==> src/rtl/price_level_order_book_macros.svh <==
// assertion macros for the price level order book
// used by plob_back, no other dependencies
`ifndef PRICE_LEVEL_ORDER_BOOK_MACROS_SVH
`define PRICE_LEVEL_ORDER_BOOK_MACROS_SVH
`ifndef SYNTHESIS
// property must hold at every clock edge out of reset
`define PLOB_ASSERT(lbl, clk, rst_n, prop, msg) \
    lbl: assert property (@(posedge clk) disable iff (!rst_n) prop) else $error(msg);
// expression must never be true out of reset
`define PLOB_ASSERT_NEVER(lbl, clk, rst_n, expr, msg) \
    lbl: assert property (@(posedge clk) disable iff (!rst_n) !(expr)) else $error(msg);
`else
`define PLOB_ASSERT(lbl, clk, rst_n, prop, msg)
`define PLOB_ASSERT_NEVER(lbl, clk, rst_n, expr, msg)
`endif
`endif

==> src/rtl/plob_pkg.sv <==
// shared types and codes for the price level order book
// no dependencies
package plob_pkg;

    localparam int PRICE_W = 48;
    localparam int SIZE_W  = 48;

    // action codes
    localparam logic [1:0] ACT_UPDATE = 2'd0;
    localparam logic [1:0] ACT_CLEAR  = 2'd1;
    localparam logic [1:0] ACT_SNAP   = 2'd2;
    localparam logic [1:0] ACT_NONE   = 2'd3;

    // update status codes
    localparam logic [1:0] ST_STORED  = 2'd0;
    localparam logic [1:0] ST_REMOVED = 2'd1;
    localparam logic [1:0] ST_ABSENT  = 2'd2;
    localparam logic [1:0] ST_FULL    = 2'd3;

    // result kinds
    localparam logic KIND_STATUS = 1'b0;
    localparam logic KIND_LEVEL  = 1'b1;

    typedef logic [PRICE_W-1:0] price_t;
    typedef logic [SIZE_W-1:0]  size_t;

    typedef struct packed {
        logic [1:0] action;
        logic       side;
        price_t     price;
        size_t      size;
    } item_t;

    // per-side controls from the back end
    typedef struct packed {
        logic clear;
        logic apply;
    } side_ctl_t;

endpackage

==> src/rtl/plob_front.sv <==
// front end: accepts items, drops unused action codes, two-entry queue
// depends on plob_pkg
module plob_front (
    input  logic             clk,
    input  logic             rst_n,
    input  logic             start,
    input  logic [1:0]       action,
    input  logic             side,
    input  plob_pkg::price_t price,
    input  plob_pkg::size_t  size,
    output logic             busy,
    output plob_pkg::item_t  head,
    output logic             empty,
    input  logic             pop
);
    import plob_pkg::*;

    item_t      q_reg [2];
    logic       wr_ptr_reg;
    logic       wr_ptr_next;
    logic       rd_ptr_reg;
    logic       rd_ptr_next;
    logic [1:0] cnt_reg;
    logic [1:0] cnt_next;
    logic       push;
    logic       do_pop;

    // classify: only real actions enter the queue
    assign busy   = (cnt_reg == 2'd2);
    assign empty  = (cnt_reg == 2'd0);
    assign push   = start && !busy && (action != ACT_NONE);
    assign do_pop = pop && !empty;
    assign head   = q_reg[rd_ptr_reg];

    // pointer and fill bookkeeping
    always_comb
    begin
        wr_ptr_next = push ? ~wr_ptr_reg : wr_ptr_reg;
        rd_ptr_next = do_pop ? ~rd_ptr_reg : rd_ptr_reg;
        cnt_next    = cnt_reg + 2'(push) - 2'(do_pop);
    end

    always_ff @(posedge clk or negedge rst_n)
    begin
        if (!rst_n)
        begin
            wr_ptr_reg <= 1'b0;
            rd_ptr_reg <= 1'b0;
            cnt_reg    <= 2'd0;
        end
        else
        begin
            wr_ptr_reg <= wr_ptr_next;
            rd_ptr_reg <= rd_ptr_next;
            cnt_reg    <= cnt_next;
        end
    end

    // queue storage
    always_ff @(posedge clk)
    begin
        if (push)
        begin
            q_reg[wr_ptr_reg] <= '{action: action, side: side, price: price, size: size};
        end
    end

endmodule

==> config.mk <==
export PLATFORM = sky130hd
export DESIGN_NAME = plob_front
export DESIGN_NICKNAME = d
export VERILOG_FILES = /design/src/rtl/price_level_order_book_macros.svh /design/src/rtl/plob_pkg.sv /design/src/rtl/plob_front.sv
export SDC_FILE = /design/constraint.sdc
export NUM_CORES = 1
export LEC_CHECK = 0
export BUFFER_PORTS_ARGS = -buffer_cell sky130_fd_sc_hd__buf_2
export CAP_MARGIN = 20
export CORE_ASPECT_RATIO = 0.9
export CORE_UTILIZATION = 41
export CTS_CLUSTER_DIAMETER = 50
export DETAILED_ROUTE_END_ITERATION = 12
export PLACE_DENSITY = 0.66
export RECOVER_POWER = 50
export SETUP_SLACK_MARGIN = 0.2
export SYNTH_ARGS = -nofsm -noshare
export SYNTH_HDL_FRONTEND = slang
export SYNTH_SLANG_ARGS = --single-unit
==> constraint.sdc <==
create_clock -name clk -period 7.1 [get_ports clk]
set_input_delay 1.42 -clock clk [delete_from_list [all_inputs] [get_ports clk]]
set_output_delay 1.42 -clock clk [all_outputs]
set_load 0.005 [all_outputs]
==> results by group, run 1 <==
Status
  • Outcome: finished with violations
  • Failing checks: max-capacitance violations, max-slew violations

Power
  • Total Power: 0.00382 W
  • Power Density: a little under 400 nW/um^2
  • Worst vdd ir: about 0.24 mV
  • Leak: 3.77 nW

STA
  • Hold WS: ~500 ps
  • Setup ws final: between 2000 and 2500 ps
  • Max frequency: around 220 MHz
  • Final min period: 4630 ps
  • Worst Tran Pin Value: approximately 2700 ps
  • Worst Clk Skew: 17.7 ps
  • Final setup fails: 0
  • Fin. max-slew vios: 48
  • Period utilization: 65.2%
  • RSZ-0062 raised after global routing: false
  • Final Hold Fails: 0
  • Setup TNS: 0 ps
  • Relative slew margins: -78.3%

Synthesis
  • Synth Net Count: around 430
  • Cell count after synthesis: 327
  • Ys Warns: 0
  • Netlist cell types: 14
  • Register area share after synthesis: approximately three quarters
  • #FFs+latches synth: approximately 200
  • Synth Area per Inst: 24.0 sq um
  • Mapped Area: slightly below 8000 sq um

Route
  • WL final: 13.5 mm
  • DRT Pass-1 Iters: 4
  • Via count: between 3000 and 4000
  • DRT iter0 DRCs: 187
  • Drt wl/cell: 16.7 um
  • Post-route DRC: 0
  • Via-per-instance ratio: approximately 4.6
  • Final ANT Viol Nets: 0

Clock network
  • Clk_lat worst skew: approximately 500 ps
  • Root Driver: clkbuf_16
  • CTS-repair resized insts: 0
  • Clock transition at path regs: around 60 ps
  • Clock net sink count: 202
  • H-tree Lvls: 1
  • Max clock buf depth: 3
  • TritonCTS clock tree: built
  • Setup bufs post-CTS: 0
  • Cts hold-fix bufs: 0
  • Number of buffers created by CTS: 22

Worst setup path
  • Critical Path End Type: flip-flop
  • Worst Setup EP: q_reg[0][1]
  • FF-to-FF setup slack: around 2900 ps
  • Worst setup path class: primary input to flip-flop
  • Reg-to-reg startpoint: cnt_reg[0]
  • WP data required: 7200 ps
  • R2R cell count: 5
  • Critical path peak fanout: 53
  • Worst Setup SP: action[0]
  • R2R Path End: q_reg[0][1]
  • Crit path launch type: primary input
  • Worst path arrival time: around 4700 ps

Min path
  • Worst min-delay path class: flip-flop to flip-flop

Flow run
  • Maxcap violations: 1

GRT
  • Total gr overflow: 0
  • Total track usage: 13.5%
  • Vias in the first global route: 4103
  • Largest net degree at the start of global routing: 54
  • First-pass GRT wire length: about 20 mm
  • Initial antenna violation count: 0

Cells and area
  • Multi-input gate area: 1600 sq um
  • Area delta synth->final: 23.0%
  • Filler instances: around 1600
  • Max reg flops: 198
  • Nets: between 600 and 700
  • Ratio of cells with drive above 1 in the final layout: approximately half
  • # diodes: 0
  • Sequential cell area: between 6000 and 7000 sq um
  • Commonest non-fill, non-tap cells in the layout: edfxtp_1, buf_2, mux2_4
  • Most common cell after layout, fill and taps aside: edfxtp_1

Placement
  • I/O Buffers: around 200
  • Worst slack, placed: 3530 ps
  • Routability congestion estimate from global placement: around 0.7
  • Post-DP HPWL: 8.73 mm

Die
  • IO Count: 204
  • Die ar.: between 15000 and 20000 sq um
  • Cell Rows: between 40 and 50
  • Initial Util: 42.3%
  • Die span in y: roughly 130 um
  • Core Box Area: between 15000 and 20000 sq um
  • Die extent in x: 148 um
[kinds of logic after synthesis]
family | synth area share, %
DFF | 76.9
muxes | 18.9
buffers and inverters | 2.79
and+or+nand+nor | 0.621
xor gates and xnor gates | 0.446
adders and majority gates | 0.318
[worst min-delay path by stage]
stage,startpoint,cells after the start,slack (ps),to
after CTS,cnt_reg[1],1,500,cnt_reg[1]
after global placement,cnt_reg[1],1,480,cnt_reg[1]
after global routing,cnt_reg[1],1,540,cnt_reg[1]
after detailed placement,cnt_reg[1],1,480,cnt_reg[1]
after floorplan,cnt_reg[1],1,460,cnt_reg[1]
final,cnt_reg[1],1,490,cnt_reg[1]
[area by class of cell]
type	count	share of cell area (%)
multi-input combinational	112	16.5
sequential	202	62.6
tap	245	3.17
inverter	2	0.0776
timing repair buffer	209	10.3
clock inverter	13	1.28
clock buffer	27	6.11
[per-stage QoR]
step                util [%]  instances  area (sq um)
global placement        48.6        770          9030
floorplan                  -        327          7860
CTS                     52.5        810          9750
finish                  52.0        810          9670
detailed placement      48.6        770          9030
global route            52.0        810          9670
[Yosys cell counts]
| library cell | count | area [sq um] |
|---|---|---|
| edfxtp_1 | 198 | 5950 |
| mux2_4 | 99 | 1490 |
| buf_12 | 10 | 200 |
| dfrtp_1 | 4 | 100 |
| nor2_1 | 3 | 11.3 |
| xnor2_1 | 3 | 26.3 |
| ha_1 | 2 | 25.0 |
| inv_1 | 2 | 7.51 |
| and2b_1 | 1 | 7.51 |
| buf_6 | 1 | 11.3 |
| nand2_1 | 1 | 3.75 |
| nand3b_4 | 1 | 20.0 |
| nor2b_1 | 1 | 6.26 |
| xor2_1 | 1 | 8.76 |
[routing by layer]
metal / track usage [%] / up-vias / share of wire, %
li1: - / 1741 / -
met3: 4.18 / 26 / 7.8
met4: 3.89 / 0 / 2.4
met5: 0 / - / 0
met1: 14.5 / 1841 / 38
met2: 25.2 / 140 / 52
[critical path, stage by stage]
cell      delay, ps
clkbuf_1        100
nand2_1          70
nand3b_1        230
nor2_4          140
clkbuf_1       1900
buf_4           840
[report_power, final]
group	internal, W	leakage, nW	switching (W)
Clock	0.000667	0.349	0.000430
Combinational	0.000595	1.56	0.000468
Sequential	0.00157	1.87	0.0000869
Total	0.00283	3.77	0.000986
(Power assumes the default switching activity.)
==> run 2, diff against run 1 <==
- clock period: 7.1 -> 4.3 ns (I/O delays scaled with it)
==> run 2 against run 1 <==
  * The flow still finishes with violations (max-capacitance violations, max-slew violations)
  * Global-route usage fell by 0.29 points
  * Register-to-register slack got worse by 2100 ps
  * Total power rose by 73%
  * Clock-buffer cell count rose by 1
  * Sequential cell count did not move
  * Largest cell class unchanged
  * Sequential share of layout area fell by 1.0 points
  * Die area did not move
  * Critical path type is now flip-flop to flip-flop
  * Sequential power rose by 68%
  * Combinational power rose by 63%
  * Clock skew fell by 4.1 ps
==> results by group, run 2 (same netlist as run 1, synthesis figures left out) <==
Worst setup path
  • CP max stage delay: 1780 ps
  • Worst path slowest cell: clkbuf_2
  • Family with the most delay on the worst path: buffers and inverters
  • Critical path peak fanout: just under 100
  • Crit path launch type: flip-flop
  • WP data required: approximately 4400 ps
  • Worst path arrival time: 3540 ps
  • Worst setup path class: flip-flop to flip-flop
  • Critical Path, Cell by Cell: and2b_1, nand3b_1, nor2_4, clkbuf_2
  • Critical Path End Type: flip-flop
  • WP buf/inv: 1

Route
  • Drt wl/cell: about 16 um
  • Final ANT Viol Nets: 0
  • WL final: 13.4 mm
  • Post-route DRC: 0
  • Via-per-instance ratio: approximately 4.6
  • DRT iter0 DRCs: approximately 190
  • Via count: around 3800
  • DRT Pass-1 Iters: 4

Die
  • Die span in y: ~130 um
  • Die ar.: 19700 sq um
  • IO Count: 204
  • Core Box Area: approximately 19000 sq um
  • Cell Rows: 47
  • Initial Util: 42.3%
  • Die extent in x: approximately 150 um

Power
  • Worst vdd ir: between 0.4 and 0.5 mV
  • Switching part of the total: between 20% and 30%
  • Flop pwr share: a little over two fifths
  • Psw: ~0.0017 W
  • Leak: 3.87 nW
  • Comb power frac: between 20% and 30%
  • Power Density: just under 700 nW/um^2
  • Clock power share: 31.7%
  • Pint: between 0.004 and 0.005 W

GRT
  • Vias in the first global route: 3994
  • Largest net degree at the start of global routing: 100
  • Grt met2 use: 22.5%
  • Met1 Use GR: about 16%
  • Total track usage: between 10% and 20%
  • GR peak layer: met2
  • Total gr overflow: 0
  • GR met3 Demand/Resource: under 10%
  • Initial antenna violation count: 0
  • First-pass GRT wire length: 20.3 mm

Min path
  • Worst min-delay path class: primary input to async pin

Cells and area
  • Max reg flops: 198
  • Most common cell after layout, fill and taps aside: edfxtp_1
  • Nets: about 660
  • # diodes: 0
  • End-of-flow core utilization: a little over half
  • Commonest non-fill, non-tap cells in the layout: edfxtp_1, buf_2, mux2_4
  • Post-route cell area: ~9800 sq um
  • Area delta synth->final: 25.1%
  • Ratio of cells with drive above 1 in the final layout: 54.0%

STA
  • Final Hold Fails: 0
  • Final setup fails: 0
  • Worst Tran Pin Value: ~2700 ps
  • RSZ-0062 raised after global routing: false
  • Period utilization: 80.9%
  • Fin. max-slew vios: 200
  • Relative slew margins: -78.8%
  • Max frequency: around 290 MHz
  • Final min period: roughly 3500 ps
  • Worst Clk Skew: about 14 ps

Flow run
  • Maxcap violations: 2

Placement
  • Routability congestion estimate from global placement: 0.726
  • I/O Buffers: roughly 200
  • Post-DP HPWL: about 8.4 mm
  • Placed instance area: 9060 sq um

Clock network
  • CTS-repair resized insts: 0
  • H-tree Lvls: 1
  • Clock transition at path regs: 60 ps
  • Cts hold-fix bufs: 0
  • Max clock buf depth: 3
  • Clock net sink count: between 200 and 250
  • Number of buffers created by CTS: 26
  • Root Driver: clkbuf_16
  • Clk_lat worst skew: just over 500 ps
  • Setup bufs post-CTS: 0
  • TritonCTS clock tree: built

Status
  • Outcome: finished with violations
  • Failing checks: max-capacitance violations, max-slew violations
[run 2: worst reg2reg max path, stage by stage, from the launching register on]
cell and delay [ps]:
dfrtp_1 400, and2b_1 170, nand3b_1 310, nor2_4 140
clkbuf_2 1780
[run 2: metrics by stage]
step / setup WS [ps] / total power (W) / setup TNS [ps] / cells / hold WS, ps
after floorplan: -1440 / 0.00414 / -284840 / 327 / 461
after global placement: 1670 / 0.00455 / 0 / 769 / 481
after detailed placement: 1620 / 0.00459 / 0 / 769 / 486
after CTS: 1060 / 0.00671 / 0 / 817 / 122
after global routing: 597 / 0.00692 / 0 / 817 / 167
final: 823 / 0.00661 / 0 / 817 / 160
[run 2: path summary, 6_finish.rpt]
check                           startpoint  slack [ps]           end  cells after the start
max in group asynchronous            rst_n        3940    rd_ptr_reg                      1
worst min register to register  cnt_reg[1]         490    cnt_reg[1]                      1
worst min-delay path                 rst_n         160    wr_ptr_reg                      1
worst max-delay path            cnt_reg[1]         820  q_reg[1][89]                      4
min in group clk                cnt_reg[1]         490    cnt_reg[1]                      1
worst max register to register  cnt_reg[1]         820  q_reg[1][89]                      4
[run 2: layer usage]
layer / part of all wire, % / wire length [um]
met5: 0 / 0
met4: 2.1 / 286
met3: 8.2 / 1100
met2: 48 / 6440
met1: 42 / 5570
[run 2: power by group through the flow]
stage	clock network [W]	registers (W)	logic, W
5_1_grt	0.00223	0.00283	0.00187
4_1_cts	0.00215	0.00276	0.00180
3_5_place_dp	0	0.00280	0.00179
6_report	0.00210	0.00279	0.00173
3_3_place_gp	0	0.00278	0.00176
2_1_floorplan	0	0.00274	0.00140
[run 2: final cells by class]
class	instances	area [sq um]
well taps	245	307
fillers	1516	8750
multi-input cells	112	1600
clock buffers	28	679
inverters	2	7.51
repair buffers	208	1010
clock inverters	20	181
flip-flops and latches	202	6050
==> run 3, diff against run 2 <==
- ABC_AREA: unset -> 1
- PLACE_DENSITY: 0.66 -> 0.67
- clock period: 4.3 -> 3.31 ns (I/O delays scaled with it)
==> run 3 against run 2 <==
  * Global-route usage increased by 1.3 points
  * Critical path type is now flip-flop to primary output
  * The run now ends clean
  * Clock power is 9% higher
  * Via count rose by 21%
  * Total power grew 19%
  * Sequential share of layout area is 3.3 points higher
==> results by group, run 3 <==
Synthesis
  • Register area share after synthesis: 80.9%
  • Synth area leader: edfxtp_1
  • Netlist cell types: 12
  • Mux share of post-synthesis cell area: 0%
  • Top post-synthesis cells by area: edfxtp_1, nand2_1, buf_6
  • Ys Warns: 0
  • Synth Net Count: between 600 and 700
  • Complex-gate fraction of the synthesized area: 0%
  • Most used DFF post-synth: edfxtp_1
  • XOR/XNOR share of the synthesized area: 0%
  • Cell count after synthesis: ~550
  • Largest family of logic cells by synthesized area: simple AND/OR/NAND/NOR gates
  • Synth Area in Simple Gates: between 10% and 20%
  • Most common cell in the netlist: nand2_1
  • Share of the synthesized area in the top cell type: 79.6%
  • Synth Area per Inst: ~14 sq um
  • Synth Area in Adders: 0.335%
  • Fraction of registers with async set/reset: slightly below 2%
  • Post-synth EDFFs: approximately 200
  • Commonest cells in the netlist: nand2_1, edfxtp_1, buf_2, buf_6, inv_1
  • #FFs+latches synth: between 200 and 250
  • Mapped Area: roughly 7500 sq um

Clock network
  • Max clock buf depth: 3
  • Clock net sink count: roughly 200
  • Number of buffers created by CTS: 23
  • CTS-repair resized insts: 0
  • Clk_lat worst skew: 490 ps
  • Clock transition at path regs: about 60 ps
  • TritonCTS clock tree: built
  • Setup bufs post-CTS: 0
  • H-tree Lvls: 1
  • Cts hold-fix bufs: 1
  • Root Driver: clkbuf_16

Min path
  • Worst min-delay path class: primary input to flip-flop

Worst setup path
  • Reg-to-reg startpoint: cnt_reg[1]
  • Critical path peak fanout: 53
  • FF-to-FF setup slack: a little over 900 ps
  • Worst setup path class: flip-flop to primary output
  • R2R cell count: 4
  • WP data required: between 2000 and 3000 ps
  • Critical Path End Type: primary output
  • Crit path launch type: flip-flop
  • Worst Setup SP: rd_ptr_reg
  • R2R Path End: q_reg[0][63]
  • Worst Setup EP: head[59]
  • Worst path arrival time: 2240 ps

Route
  • Highest routed metal layer: met4
  • Drt wl/cell: between 10 and 15 um
  • DRT iter0 DRCs: approximately 200
  • Routed met3 length: around 1.2 mm
  • Post-route DRC: 0
  • WL final: about 14 mm
  • WL met2: roughly 6.7 mm
  • DRT Pass-1 Iters: 4
  • Via count: 4554
  • Final ANT Viol Nets: 0
  • Met1 WL: a little over 6 mm
  • Via-per-instance ratio: roughly 4.5

Power
  • Pint: 0.00545 W
  • Total Power: 0.00787 W
  • Clock power share: roughly 29%
  • Leak: approximately 3.9 nW
  • Flop pwr share: about 44%
  • Power Density: about 840 nW/um^2
  • Comb power frac: a little over a quarter
  • Switching part of the total: 30.7%
  • Worst vdd ir: ~0.53 mV
  • Psw: about 0.0024 W

GRT
  • Largest net degree at the start of global routing: 57
  • Initial antenna violation count: 0
  • Total gr overflow: 0
  • Total track usage: between 10 and 15%
  • First-pass GRT wire length: ~21 mm
  • Vias in the first global route: about 4100

Placement
  • Post-DP HPWL: ~8.9 mm
  • Routability congestion estimate from global placement: just over 0.7
  • Placed cells: 981
  • I/O Buffers: approximately 200
  • Placed instance area: about 8700 sq um

Cells and area
  • Most common cell after layout, fill and taps aside: nand2_1
  • # diodes: 0
  • Max reg flops: roughly 200
  • Commonest non-fill, non-tap cells in the layout: nand2_1, edfxtp_1, buf_2
  • Post-route cell area: between 9000 and 10000 sq um
  • Nets: 872
  • Area delta synth->final: 24.9%
  • Ratio of cells with drive above 1 in the final layout: 25.6%
  • Post-route insts no fill: 1022

STA
  • Fin. max-slew vios: 0
  • Worst Clk Skew: about 11 ps
  • Period utilization: around 88%
  • Worst Tran Pin Value: between 1000 and 1500 ps
  • Final min period: a little under 3000 ps
  • RSZ-0062 raised after global routing: false
  • Setup TNS: 0 ps
  • Final Hold Fails: 0
  • Max frequency: between 300 and 400 MHz
  • Relative slew margins: under 10%
  • Final setup fails: 0

Die
  • Die extent in x: 144 um
  • Die span in y: ~130 um
  • Cell Rows: 46
  • Die ar.: approximately 19000 sq um
  • IO Count: about 200
  • Initial Util: between 40% and 50%
  • Core Box Area: between 15000 and 20000 sq um

Flow run
  • Maxcap violations: 0

Status
  • Outcome: complete, no violations
-- run 3: changes by cell type after synthesis, sizes merged, moves of 2 or more --
cell / before / now
buf: 11 / 21
inv: 2 / 11
mux2: 99 / 0
nand2: 1 / 310
nand3: 0 / 3
xnor2: 3 / 0
nor2: 3 / 1
-- run 3: per-layer routing --
| layer | track usage [%] | up-vias |
|---|---|---|
| met2 | 24.2 | 157 |
| met4 | 3.90 | 0 |
| li1 | - | 2286 |
| met3 | 4.29 | 24 |
| met1 | 18.4 | 2087 |
| met5 | 0 | - |
-- run 3: kinds of logic (layout without fill, tap and decap cells) --
family / count (synthesis) / in the layout
fa+ha+maj: 2 / 2
flops: 202 / 202
simple gates: 315 / 315
buf+inv: 32 / 263
-- run 3: cell type report --
type	instances	area [sq um]
clock inverters	15	106
flip-flops and latches	202	6050
fillers	1570	8400
inverters	11	43.8
well taps	240	300
multi-input cells	317	1220
repair buffers	212	1020
clock buffers	25	583
-- run 3: worst min-delay path by stage --
| stage | start | endpoint | slack (ps) | depth (start not counted) |
|---|---|---|---|---|
| floorplan | rst_n | cnt_reg[0] | 370 | 0 |
| global placement | wr_ptr_reg | wr_ptr_reg | 460 | 2 |
| detailed placement | rst_n | cnt_reg[0] | 470 | 1 |
| CTS | price[22] | q_reg[0][70] | 340 | 1 |
| global route | size[41] | q_reg[1][41] | 330 | 1 |
| finish | size[6] | q_reg[0][6] | 350 | 1 |
-- run 3: power groups by stage --
stage | clock [W] | combinational [W] | sequential, W
after floorplan | 0 | 0.00130 | 0.00349
after global placement | 0 | 0.00218 | 0.00351
after detailed placement | 0 | 0.00219 | 0.00352
after CTS | 0.00234 | 0.00220 | 0.00347
after global routing | 0.00244 | 0.00244 | 0.00352
final | 0.00228 | 0.00212 | 0.00347
-- run 3: stage by stage --
step	util, %	hold slack (ps)	setup slack, ps
final	52.6	352	409
after global routing	52.6	330	228
after CTS	53.1	335	364
after detailed placement	49.1	474	892
after global placement	49.1	458	912
after floorplan	-	366	516
-- run 3: worst max-delay path: stages, from the launching register on --
cell and delay (ps):
dfrtp_4 570, clkinv_2 250, buf_4 540, nand2_1 100, nand2_1 130, buf_2 130
